### config.mk
export PLATFORM = sky130hd
export DESIGN_NAME = cache_packet_parser_top
export DESIGN_NICKNAME = d
export VERILOG_FILES = /design/src/rtl/cpp_pkg.sv /design/src/rtl/cpp_parser.sv /design/src/rtl/cpp_out_queue.sv /design/src/rtl/cache_packet_parser_top.sv
export VERILOG_INCLUDE_DIRS = /design/src /design/src/rtl
export SDC_FILE = /design/constraint.sdc
export NUM_CORES = 1
export LEC_CHECK = 0
export BUFFER_PORTS_ARGS = -buffer_cell sky130_fd_sc_hd__buf_2
export CORE_UTILIZATION = 40
export CTS_CLUSTER_SIZE = 20
export DETAILED_ROUTE_END_ITERATION = 10
export GPL_TIMING_DRIVEN = 1
export HOLD_SLACK_MARGIN = 0.05
export PLACE_DENSITY = 0.6
export SLEW_MARGIN = 40
export SYNTH_ARGS = -nofsm -noshare
export SYNTH_HDL_FRONTEND = slang
export SYNTH_SLANG_ARGS = --single-unit
export TNS_END_PERCENT = 10
### constraint.sdc
create_clock -name aclk -period 14.35 [get_ports aclk]
set_clock_uncertainty 0.05 [all_clocks]
set_input_delay 1.435 -clock aclk [delete_from_list [all_inputs] [get_ports aclk]]
set_output_delay 1.435 -clock aclk [all_outputs]
set_load 0.05 [all_outputs]
### src/rtl/cache_packet_parser_top_assert.svh
// assertion macros for the cache packet parser
`ifndef CACHE_PACKET_PARSER_TOP_ASSERT_SVH
`define CACHE_PACKET_PARSER_TOP_ASSERT_SVH

// condition that must hold whenever the antecedent is true, same cycle
`define CPP_IMPLIES(label, ante, cons, msg) \
    label: assert property (@(posedge aclk) disable iff (!aresetn) (ante) |-> (cons)) \
        else $error(msg);

// condition that must hold in the cycle after the antecedent
`define CPP_IMPLIES_NEXT(label, ante, cons, msg) \
    label: assert property (@(posedge aclk) disable iff (!aresetn) (ante) |=> (cons)) \
        else $error(msg);

`endif

### src/rtl/cpp_pkg.sv
// shared types, constants and helpers of the cache packet parser
package cpp_pkg;

    localparam int HdrLen     = 20;
    localparam int HdrOffW    = 5;
    localparam int QueueDepth = 2;

    localparam logic [HdrOffW-1:0] HdrLastOff = HdrOffW'(HdrLen - 1);

    typedef enum logic [2:0] {
        PhHeader = 3'd0,
        PhMsg    = 3'd1,
        PhKey    = 3'd2,
        PhValue  = 3'd3,
        PhDone   = 3'd4
    } phase_t;

    typedef enum logic [1:0] {
        KindHeader  = 2'd0,
        KindPayload = 2'd1,
        KindError   = 2'd2
    } kind_t;

    typedef enum logic [1:0] {
        SegMessage = 2'd0,
        SegKey     = 2'd1,
        SegValue   = 2'd2
    } seg_t;

    typedef struct packed {
        kind_t        kind;
        logic [15:0]  packet_id;
        logic [7:0]   operation;
        logic [7:0]   status_code;
        logic [7:0]   flag_bits;
        logic [15:0]  message_length;
        logic [31:0]  timestamp;
        logic [31:0]  key_length;
        logic [31:0]  value_length;
        logic [7:0]   payload_byte;
        seg_t         segment;
        logic         packet_last;
    } res_t;

    // one queue slot: a result, optionally followed by a truncation error
    typedef struct packed {
        res_t res;
        logic err_follow;
    } entry_t;

    function automatic res_t err_result();
        res_t r;
        r      = '0;
        r.kind = KindError;
        return r;
    endfunction

endpackage

### src/rtl/cpp_parser.sv
// byte parser: header shift registers, segment tracking and result build
module cpp_parser (
    input  logic            aclk,
    input  logic            aresetn,
    input  logic            fire,
    input  logic [7:0]      data_byte,
    input  logic            buffer_end,
    output logic            push_valid,
    output cpp_pkg::entry_t push_entry
);
    import cpp_pkg::*;

    logic [HdrOffW-1:0] offset_reg, offset_next;
    phase_t             phase_reg, phase_next, phase_after;
    logic [31:0]        remaining_reg, remaining_next, remaining_after, remaining_dec;
    logic [15:0]        id_reg, id_next;
    logic [23:0]        osf_reg, osf_next;
    logic [15:0]        msg_len_reg, msg_len_next;
    logic [31:0]        time_reg, time_next;
    logic [31:0]        key_len_reg, key_len_next;
    logic [31:0]        value_len_reg, value_len_next;
    res_t               res0;
    logic               res0_valid;
    logic               err;

    always_comb begin
        offset_next     = offset_reg;
        id_next         = id_reg;
        osf_next        = osf_reg;
        msg_len_next    = msg_len_reg;
        time_next       = time_reg;
        key_len_next    = key_len_reg;
        value_len_next  = value_len_reg;
        phase_after     = phase_reg;
        remaining_after = remaining_reg;
        remaining_dec   = remaining_reg - 32'd1;
        res0            = '0;
        res0_valid      = 1'b0;
        case (phase_reg)
            PhHeader: begin
                if (offset_reg inside {[5'd0:5'd1]}) begin
                    id_next = {id_reg[7:0], data_byte};
                end else if (offset_reg inside {[5'd2:5'd4]}) begin
                    osf_next = {osf_reg[15:0], data_byte};
                end else if (offset_reg inside {[5'd5:5'd6]}) begin
                    msg_len_next = {msg_len_reg[7:0], data_byte};
                end else if (offset_reg inside {[5'd8:5'd11]}) begin
                    time_next = {time_reg[23:0], data_byte};
                end else if (offset_reg inside {[5'd12:5'd15]}) begin
                    key_len_next = {key_len_reg[23:0], data_byte};
                end else if (offset_reg != 5'd7) begin
                    value_len_next = {value_len_reg[23:0], data_byte};
                end

                if (offset_reg >= HdrLastOff) begin
                    // first non-empty segment, or done for an empty payload
                    if (msg_len_reg != 16'd0) begin
                        phase_after     = PhMsg;
                        remaining_after = {16'd0, msg_len_reg};
                    end else if (key_len_reg != 32'd0) begin
                        phase_after     = PhKey;
                        remaining_after = key_len_reg;
                    end else if (value_len_next != 32'd0) begin
                        phase_after     = PhValue;
                        remaining_after = value_len_next;
                    end else begin
                        phase_after     = PhDone;
                        remaining_after = 32'd0;
                    end
                    res0_valid          = 1'b1;
                    res0.kind           = KindHeader;
                    res0.packet_id      = id_reg;
                    res0.operation      = osf_reg[23:16];
                    res0.status_code    = osf_reg[15:8];
                    res0.flag_bits      = osf_reg[7:0];
                    res0.message_length = msg_len_reg;
                    res0.timestamp      = time_reg;
                    res0.key_length     = key_len_reg;
                    res0.value_length   = value_len_next;
                end else begin
                    offset_next = offset_reg + 5'd1;
                end
            end
            PhMsg, PhKey, PhValue: begin
                remaining_after = remaining_dec;
                if (remaining_dec == 32'd0) begin
                    if (phase_reg == PhMsg && key_len_reg != 32'd0) begin
                        phase_after     = PhKey;
                        remaining_after = key_len_reg;
                    end else if (phase_reg != PhValue && value_len_reg != 32'd0) begin
                        phase_after     = PhValue;
                        remaining_after = value_len_reg;
                    end else begin
                        phase_after = PhDone;
                    end
                end
                res0_valid        = 1'b1;
                res0.kind         = KindPayload;
                res0.payload_byte = data_byte;
                case (phase_reg)
                    PhMsg:   res0.segment = SegMessage;
                    PhKey:   res0.segment = SegKey;
                    default: res0.segment = SegValue;
                endcase
            end
            default: begin
                // past the packet: byte dropped
            end
        endcase
        res0.packet_last = (phase_after == PhDone);

        // buffer ended while the packet is still open
        err = buffer_end && (phase_after != PhDone);

        if (buffer_end) begin
            offset_next    = '0;
            phase_next     = PhHeader;
            remaining_next = 32'd0;
        end else begin
            phase_next     = phase_after;
            remaining_next = remaining_after;
        end

        push_valid = fire && (res0_valid || err);
        if (res0_valid) begin
            push_entry.res        = res0;
            push_entry.err_follow = err;
        end else begin
            push_entry.res        = err_result();
            push_entry.err_follow = 1'b0;
        end
    end

    always_ff @(posedge aclk) begin
        if (!aresetn) begin
            offset_reg    <= '0;
            phase_reg     <= PhHeader;
            remaining_reg <= 32'd0;
        end else if (fire) begin
            offset_reg    <= offset_next;
            phase_reg     <= phase_next;
            remaining_reg <= remaining_next;
        end
    end

    // header fields are fully overwritten before use
    always_ff @(posedge aclk) begin
        if (fire) begin
            id_reg        <= id_next;
            osf_reg       <= osf_next;
            msg_len_reg   <= msg_len_next;
            time_reg      <= time_next;
            key_len_reg   <= key_len_next;
            value_len_reg <= value_len_next;
        end
    end

endmodule

### src/rtl/cpp_out_queue.sv
// result queue with follow-up error sequencing on the output side
module cpp_out_queue #(
    parameter int DEPTH = cpp_pkg::QueueDepth
) (
    input  logic            aclk,
    input  logic            aresetn,
    input  logic            push_valid,
    input  cpp_pkg::entry_t push_entry,
    output logic            in_ready,
    output logic            out_valid,
    input  logic            out_ready,
    output cpp_pkg::res_t   out_res
);
    import cpp_pkg::*;

    localparam int PtrW = $clog2(DEPTH);
    localparam int CntW = $clog2(DEPTH + 1);

    entry_t            slots_reg [DEPTH];
    logic [PtrW-1:0]   wr_ptr_reg, wr_ptr_next;
    logic [PtrW-1:0]   rd_ptr_reg, rd_ptr_next;
    logic [CntW-1:0]   count_reg, count_next;
    logic              err_phase_reg, err_phase_next;
    entry_t            head;
    logic              take;
    logic              pop;

    function automatic logic [PtrW-1:0] ptr_inc(input logic [PtrW-1:0] p);
        if (p == PtrW'(DEPTH - 1)) begin
            return '0;
        end
        return p + PtrW'(1);
    endfunction

    assign head      = slots_reg[rd_ptr_reg];
    assign out_valid = (count_reg != '0);
    assign in_ready  = (count_reg != CntW'(DEPTH));
    assign out_res   = err_phase_reg ? err_result() : head.res;
    assign take      = out_valid && out_ready;
    // a slot with a trailing error is released only after the error goes out
    assign pop       = take && (!head.err_follow || err_phase_reg);

    always_comb begin
        wr_ptr_next    = push_valid ? ptr_inc(wr_ptr_reg) : wr_ptr_reg;
        rd_ptr_next    = pop ? ptr_inc(rd_ptr_reg) : rd_ptr_reg;
        count_next     = count_reg + CntW'(push_valid) - CntW'(pop);
        err_phase_next = take ? (head.err_follow && !err_phase_reg) : err_phase_reg;
    end

    always_ff @(posedge aclk) begin
        if (!aresetn) begin
            wr_ptr_reg    <= '0;
            rd_ptr_reg    <= '0;
            count_reg     <= '0;
            err_phase_reg <= 1'b0;
        end else begin
            wr_ptr_reg    <= wr_ptr_next;
            rd_ptr_reg    <= rd_ptr_next;
            count_reg     <= count_next;
            err_phase_reg <= err_phase_next;
        end
    end

    always_ff @(posedge aclk) begin
        if (push_valid) begin
            slots_reg[wr_ptr_reg] <= push_entry;
        end
    end

endmodule

### src/rtl/cache_packet_parser_top.sv
// Cache packet parser, top level.
// Input channel (s_): one byte of a received buffer per request, with
// s_buffer_end high on the buffer's last byte. The first 20 bytes of a
// packet form a big-endian header; the bytes after it are message, key and
// value payload. Result channel (m_): a header request on the 20th byte, one
// payload request per payload byte tagged by segment, packet_last on the
// request that completes the packet, and a truncation error after the last
// result when the buffer ends early. Bytes past the packet give nothing.
// A result is registered in the result queue before it shows on m_.
// Throughput: one byte per cycle while s_ready is high; a byte that also
// truncates the packet sends its error request after its own result.
// A result queue of QUEUE_DEPTH entries sits between the parser and m_, so
// s_ready depends only on queue occupancy; when the receiver stalls the
// queue fills and s_ready drops until a slot frees up.
// Reset empties the queue and arms the parser for header byte 0; every
// buffer end rearms it the same way.
`include "cache_packet_parser_top_assert.svh"

module cache_packet_parser_top #(
    parameter int QUEUE_DEPTH = cpp_pkg::QueueDepth
) (
    input  logic        aclk,
    input  logic        aresetn,
    input  logic        s_valid,
    output logic        s_ready,
    input  logic [7:0]  s_data_byte,
    input  logic        s_buffer_end,
    output logic        m_valid,
    input  logic        m_ready,
    output logic [1:0]  m_result_kind,
    output logic [15:0] m_packet_id,
    output logic [7:0]  m_operation,
    output logic [7:0]  m_status_code,
    output logic [7:0]  m_flag_bits,
    output logic [15:0] m_message_length,
    output logic [31:0] m_timestamp,
    output logic [31:0] m_key_length,
    output logic [31:0] m_value_length,
    output logic [7:0]  m_payload_byte,
    output logic [1:0]  m_segment,
    output logic        m_packet_last
);
    import cpp_pkg::*;

    logic   fire;
    logic   push_valid;
    entry_t push_entry;
    res_t   out_res;

    assign fire = s_valid && s_ready;

    cpp_parser u_parser (
        .aclk       (aclk),
        .aresetn    (aresetn),
        .fire       (fire),
        .data_byte  (s_data_byte),
        .buffer_end (s_buffer_end),
        .push_valid (push_valid),
        .push_entry (push_entry)
    );

    cpp_out_queue #(
        .DEPTH (QUEUE_DEPTH)
    ) u_out_queue (
        .aclk       (aclk),
        .aresetn    (aresetn),
        .push_valid (push_valid),
        .push_entry (push_entry),
        .in_ready   (s_ready),
        .out_valid  (m_valid),
        .out_ready  (m_ready),
        .out_res    (out_res)
    );

    assign m_result_kind    = 2'(out_res.kind);
    assign m_packet_id      = out_res.packet_id;
    assign m_operation      = out_res.operation;
    assign m_status_code    = out_res.status_code;
    assign m_flag_bits      = out_res.flag_bits;
    assign m_message_length = out_res.message_length;
    assign m_timestamp      = out_res.timestamp;
    assign m_key_length     = out_res.key_length;
    assign m_value_length   = out_res.value_length;
    assign m_payload_byte   = out_res.payload_byte;
    assign m_segment        = 2'(out_res.segment);
    assign m_packet_last    = out_res.packet_last;

    `CPP_IMPLIES(a_kind_legal, m_valid, m_result_kind == 2'(KindHeader) || m_result_kind == 2'(KindPayload) || m_result_kind == 2'(KindError), "illegal result kind")
    `CPP_IMPLIES(a_err_clean, m_valid && m_result_kind == 2'(KindError), m_packet_id == 16'd0 && m_key_length == 32'd0 && m_payload_byte == 8'd0 && m_segment == 2'd0 && !m_packet_last, "error request carries data")
    `CPP_IMPLIES(a_hdr_clean, m_valid && m_result_kind == 2'(KindHeader), m_payload_byte == 8'd0 && m_segment == 2'd0, "header request carries payload")
    `CPP_IMPLIES(a_stall_owned, !s_ready, m_valid, "input stalled with empty result queue")

endmodule
==> out/results.txt, run 1 <==
CTS Hold Bufs: 0
Number of synthesized flops with an enable pin: 484
Initial Util: 40.5%
R2R depth: 10
CP Cell Sequence: buf_12 > buf_16 > mux2i_1 > nor2_1 > buf_2
N_diodes: 0
Fin. Hold Viols: 0
GP Congestion: 0.911
Grt total ovfl: 0
Routed length per instance: 22.0 um
Hold_sp: u_parser.osf_reg[8]$_DFFE_PP_
Die W: 241 um
Switching Share: 36.5%
Synth Cell Area: 22,900 um^2
Cell Pwr Density: 171 nW/um^2
Drt drc: 0
Reg2reg start: u_parser.remaining_reg[0]$_SDFFE_PN0P_
Final setup fails: 0
Worst path max stage delay: 750 ps
Sequential area share after synthesis: 67.5%
Die height: 241 um
Int Power: 2860 uW
Flop pwr share: 41.8%
YS warnings: 0
Reg2Reg Setup Slack: 9840 ps
Synth Flop Type: edfxtp_1
H-tree Lvls: 2
Slew HR: 48.1%
Area occupied by multi-input gates: 7010 um^2
Port bufs: 179
Fmax: 0.211 GHz
Overall Power: 4510 uW
Largest register FFs: 332
Setup_tns: 0 ps
Initial DRC count: 1,517
Status: finished clean
Register Area: 15,500 um^2
#FFs+latches synth: 530
Mean Syn Cell Area: 13.4 um^2
Final WL: 58.5 mm
DP Wirelength: 38.9 mm
GRT met3 Usage: 3.91%
Met1 usage: 27.6%
Initial antenna violation count: 1
Worst slew pin tran: 773 ps
Logic pwr share: 28.2%
HP Class: reg -> reg
Maximum vdd ir drop: 0.0968 mV
Placed cell count: 2,560
Area contributors post-synth: edfxtp_1 63%, mux2i_1 7.6%, and2_1 4.6%, dfxtp_1 4.0%, nor2_1 3.5%
Row cnt: 87
CTS buffer count: 54
WP data required: 12,860 ps
Synth Instances: 1,709
Top Ports: 180
Post-route non-filler standard cell count: 2,660
Largest net degree at the start of global routing: 93
Ratio of cells with drive above 1 in the final layout: 18.1%
Vias per inst: 5.49
Critical path class: reg -> out
GRT Util Overall: 19.7%
Skew-Pair Late Insertion Delay: 610 ps
Final period util: 33.1%
Max-slew violations: 0
Placement Setup Slack: 9770 ps
CP Max Fanout: 70
DRT Pass-1 Iters: 5
Slowest CP cell: dfxtp_4
Worst EP arrival: 3260 ps
Root buffer cell: clkbuf_16
Hold Path Depth: 0
Pleak: 0.00957 uW
Netlist cell types: 73
Routed Antenna Nets: 0
First-pass GRT wire length: 86.2 mm
Post-layout util: 46.7%
# fillers: 4,941
Setup bufs post-CTS: 0
Final nets: 1,881
Core footprint: 56,500 um^2
Clock slew at reported path FFs: 70 ps
Max-cap violations: 0
RSZ-0062 raised after global routing: no
Number of global-route vias before repair: 13,779
Area share of the largest cell type after synthesis: 63.4%
Critical Path Source Type: flop
Met2 GRT Util: 30.9%
Async set or reset register ratio after synthesis: 0%
Syn Nets: 1,730
Hold path endpoint: u_parser.osf_reg[16]$_DFFE_PP_
Reg-to-reg endpoint: u_parser.remaining_reg[28]$_SDFFE_PN0P_
Final WS setup: 9610 ps
Post-synth top area cell: edfxtp_1
Vias: 14,608
Die footprint: 58,200 um^2
Clock group share of total power: 30.0%
P_sw: 1640 uW
Busiest grt layer: met2
Sink Count: 530
Endpoint kind of the worst setup timing path: primary output
Area grow syn2layout: 15.1%
Post-CTS Resized: 0
Min cycle time layout: 4740 ps
Worst-case clock buffer depth: 3
TritonCTS clock tree: done
-- per-stage QoR --
step,area (um^2),hold slack (ps)
after floorplan,22900,367
after global placement,24500,372
after detailed placement,24600,374
after CTS,26300,387
after global routing,26400,398
final,26400,389
-- critical path: cells and delay by family, from the launching register on --
kind / cells / cell delay [ps]
and+or+nand+nor: 1 / 110
buffers and inverters: 3 / 1140
muxes: 1 / 520
DFF: 1 / 750
-- routing by layer --
metal  vias to the layer above  wire length [um]
li1                       6666                 -
met1                      7255             25400
met2                       591             27400
met3                        96              4230
met4                         0              1490
met5                         -                 0
-- final cells by class --
class	instances	share of cell area (%)
Clock buffer	74	5.53
Multi-Input combinational cell	1050	26.6
Clock inverter	26	0.902
Tap cell	756	3.59
Timing Repair Buffer	204	4.44
Inverter	20	0.285
Sequential cell	530	58.7
-- cells in the final DEF (no fill, tap or decap), types with 7 or more instances in the layout --
cell type / netlist / routed
a211o_1: 14 / 14
a21oi_1: 63 / 63
a221o_1: 7 / 7
and2_1: 170 / 170
and3_1: 8 / 7
buf_2: 2 / 179
buf_4: 2 / 17
clkbuf_1: 87 / 18
clkbuf_16: 0 / 55
clkinv_1: 0 / 8
dfxtp_1: 46 / 44
edfxtp_1: 484 / 484
ha_1: 8 / 8
inv_1: 20 / 20
mux2_2: 25 / 25
mux2i_1: 173 / 173
nand2_1: 46 / 45
nand2b_1: 11 / 11
nand3_1: 19 / 19
nand4_1: 8 / 8
nor2_1: 216 / 212
nor3_1: 18 / 18
nor4_1: 38 / 34
o211ai_1: 8 / 8
o21ai_0: 48 / 48
o21bai_1: 11 / 11
o22ai_1: 30 / 30
or2_2: 7 / 7
or3_1: 7 / 7
or4_1: 8 / 8
xnor2_1: 15 / 15
xor2_1: 7 / 7
-- logic make-up (layout without fill, tap and decap cells) --
kind of cell | after synthesis | in the layout | synth area share (%)
adders and majority gates | 8 | 8 | 0.437
xor gates and xnor gates | 22 | 22 | 0.841
DFF | 530 | 530 | 67.5
muxes | 198 | 198 | 8.79
AOI/OAI and AO/OA | 235 | 235 | 6.89
buffers and inverters | 129 | 324 | 2.29
and+or+nand+nor | 587 | 587 | 13.3
-- power groups by stage --
stage                     registers, uW  logic [uW]  clock network [uW]
after floorplan                    1890         978                   0
after global placement             1910        1280                   0
after detailed placement           1920        1280                   0
after CTS                          1880        1290                1390
after global routing               1890        1340                1440
final                              1880        1270                1350
-- Yosys cell counts, drive strengths merged, types with 9 or more instances --
master	number
a21oi	63
mux2	25
a211o	14
nor4	40
buf	21
mux2i	173
nor3	18
o22ai	30
or4	10
edfxtp	484
nand2	46
dfxtp	46
o211ai	9
nand2b	11
and2	172
o21bai	11
clkbuf	88
xnor2	15
nor2	216
o21ai	52
nand3	19
inv	20
-- worst max-delay path by stage --
stage | depth (start not counted) | startpoint | slack (ps) | endpoint
after floorplan | 5 | s_valid | 4580 | u_out_queue.slots_reg[0][0]$_DFFE_PP_
after detailed placement | 7 | s_valid | 9770 | u_out_queue.slots_reg[0][150]$_DFFE_PP_
after global routing | 5 | flop | 9390 | m_message_length[9]
after global placement | 7 | s_valid | 9810 | u_out_queue.slots_reg[0][157]$_DFFE_PP_
final | 5 | flop | 9610 | m_value_length[3]
after CTS | 5 | flop | 9470 | m_message_length[9]
Power figures use the tool's default switching activity.
==> run 2: changes to the inputs <==
- clock period: 14.35 -> 4.7 ns (I/O delays scaled with it)
==> out/results.txt, run 2 (same netlist as run 1, synthesis figures left out) <==
Status: finished clean
Number of global-route vias before repair: 13,752 (-0.20%)
Commonest non-fill, non-tap cell in the layout: edfxtp_1
Placement Setup Slack: 372 ps (-9390 ps)
TritonCTS clock tree: done
First-pass GRT wire length: 87.4 mm (+1.4%)
Post-layout util: 46.9% (+0.29 points)
Flop pwr share: 41.2% (-0.6 points)
Routed length per instance: 22.3 um (+1.3%)
Initial Util: 40.5% (unchanged)
Largest register FFs: 332 (unchanged)
Die height: 241 um (unchanged)
Setup bufs post-CTS: 0 (unchanged)
Met1 usage: 29.1% (+1.6 points)
Switching Share: 36.0% (-0.51 points)
Worst-case clock buffer depth: 3 (unchanged)
Fin. Hold Viols: 0 (unchanged)
Min cycle time layout: 4370 ps
N_diodes: 0 (unchanged)
Routed Antenna Nets: 0 (unchanged)
Area grow syn2layout: 15.8%
DP Wirelength: 40.0 mm (+2.7%)
Drt drc: 0 (unchanged)
Area occupied by multi-input gates: 7000 um^2 (about the same)
GRT Util Overall: 20.2% (+0.50 points)
DRT Pass-1 Iters: 5 (unchanged)
Int Power: 8930 uW (+210%)
Vias: 14,432 (-1.2%)
Placed cell count: 2,569 (+0.35%)
Worst slew pin tran: 804 ps (+30.7 ps)
P_sw: 5020 uW (+210%)
Skew-Pair Late Insertion Delay: 600 ps (about the same)
RSZ-0062 raised after global routing: no
CP Cell Sequence: inv_1 > ha_1 > or3b_2 > or4_4 > o31a_1 > or4_4 > a2111oi_4 > nand2_1 > o21ai_1 > nand2_1 > o311a_1
Die W: 241 um (unchanged)
Post-CTS Resized: 0 (unchanged)
Logic pwr share: 27.7% (-0.5 points)
HP Class: in -> reg
CP Max Fanout: 12 (-83%)
Highest-count cells in the layout ignoring fill and taps: 484 x edfxtp_1, 212 x nor2_1, 179 x buf_2, 173 x mux2i_1, 170 x and2_1
Worst EP arrival: 4660 ps (+1400 ps)
Pleak: 0.00966 uW (+0.92%)
CTS Hold Bufs: 0 (unchanged)
Core footprint: 56,500 um^2 (unchanged)
Initial antenna violation count: 1 (unchanged)
Final period util: 93.0%
Vias per inst: 5.40 (-1.6%)
CTS buffer count: 54 (unchanged)
Final WL: 59.5 mm (+1.7%)
Ratio of cells with drive above 1 in the final layout: 18.7% (+0.63 points)
Critical path class: reg -> reg
Post-route non-filler standard cell count: 2,671 (+0.41%)
Clock group share of total power: 31.1% (+1.1 points)
Fmax: 0.229 GHz
Row cnt: 87 (unchanged)
Met2 GRT Util: 31.5% (+0.57 points)
Overall Power: 13,900 uW (+210%)
Top Ports: 180 (unchanged)
# fillers: 5,008 (+1.4%)
Grt total ovfl: 0 (unchanged)
Critical Path Source Type: flop
Final setup fails: 0 (unchanged)
WP data required: 4990 ps (-7870 ps)
Final WS setup: 329 ps (-9280 ps)
Slowest CP cell: or3b_2
Largest net degree at the start of global routing: 97 (+4.3%)
Busiest grt layer: met2
Port bufs: 179 (unchanged)
Endpoint kind of the worst setup timing path: flop
Final nets: 1,890 (+0.48%)
Setup_tns: 0 ps (unchanged)
Root buffer cell: clkbuf_16
Cell Pwr Density: 526 nW/um^2 (+210%)
Worst path max stage delay: 620 ps (-130 ps)
Max-slew violations: 0 (unchanged)
Register Area: 15,500 um^2 (unchanged)
Initial DRC count: 1,313 (-13%)
Max-cap violations: 0 (unchanged)
GRT met3 Usage: 3.44% (-0.47 points)
Maximum vdd ir drop: 0.329 mV (+240%)
Sink Count: 530 (unchanged)
GP Congestion: 0.890 (-2.3%)
H-tree Lvls: 2 (unchanged)
Die footprint: 58,200 um^2 (unchanged)
Slew HR: 46.0% (-2.1 points)
Clock slew at reported path FFs: 60 ps (about the same)
[run 2: cell types whose count changed in the layout (fill, tap and decap cells not counted), sizes merged]
cell,change
bufinv,+3
inv,-2
clkbuf,-3
buf,+9
clkinv,+2
clkinvlp,+2
[run 2: power groups by stage]
stage               Clock, uW  Sequential (uW)  Combinational, uW
finish                   4340             5750               3860
global route             4630             5790               4080
CTS                      4430             5750               3910
detailed placement          0             5850               3900
global placement            0             5840               3900
floorplan                   0             5730               2990
[run 2: routing by layer]
layer	vias up	routed length [um]
li1	6675	-
met1	7218	26900
met5	-	0
met4	0	1290
met3	84	3520
met2	455	27800
[run 2: cell type report]
class                   count  area share, %
clock inverters            31           1.27
clock buffers              71           5.53
multi-input cells        1050           26.4
inverters                  20          0.283
flip-flops and latches    530           58.3
well taps                 756           3.57
repair buffers            213           4.64
[run 2: worst paths after layout]
check | start | end | slack (ps) | cells past startpoint
setup / recovery | u_parser.remaining_reg[0]$_SDFFE_PN0P_ | u_out_queue.slots_reg[0][0]$_DFFE_PP_ | 330 | 11
hold / removal | s_data_byte[4] | u_parser.osf_reg[4]$_DFFE_PP_ | 220 | 1
setup reg to reg | u_parser.remaining_reg[0]$_SDFFE_PN0P_ | u_out_queue.slots_reg[0][0]$_DFFE_PP_ | 330 | 11
hold reg to reg | u_parser.id_reg[2]$_DFFE_PP_ | u_parser.id_reg[10]$_DFFE_PP_ | 390 | 0
[run 2: stage by stage]
step           hold WS, ps  cell area, um^2
3_5_place_dp           375            24700
5_1_grt                179            26500
2_1_floorplan          367            22900
6_report               220            26500
4_1_cts                175            26500
3_3_place_gp           372            24700
[run 2: critical path: cells and delay by family, from the launching register on]
family / cells / cell delay (ps)
and+or+nand+nor: 5 / 1980
AOI/OAI and AO/OA: 4 / 1230
DFF: 1 / 410
adders and majority gates: 1 / 300
buffers and inverters: 1 / 120
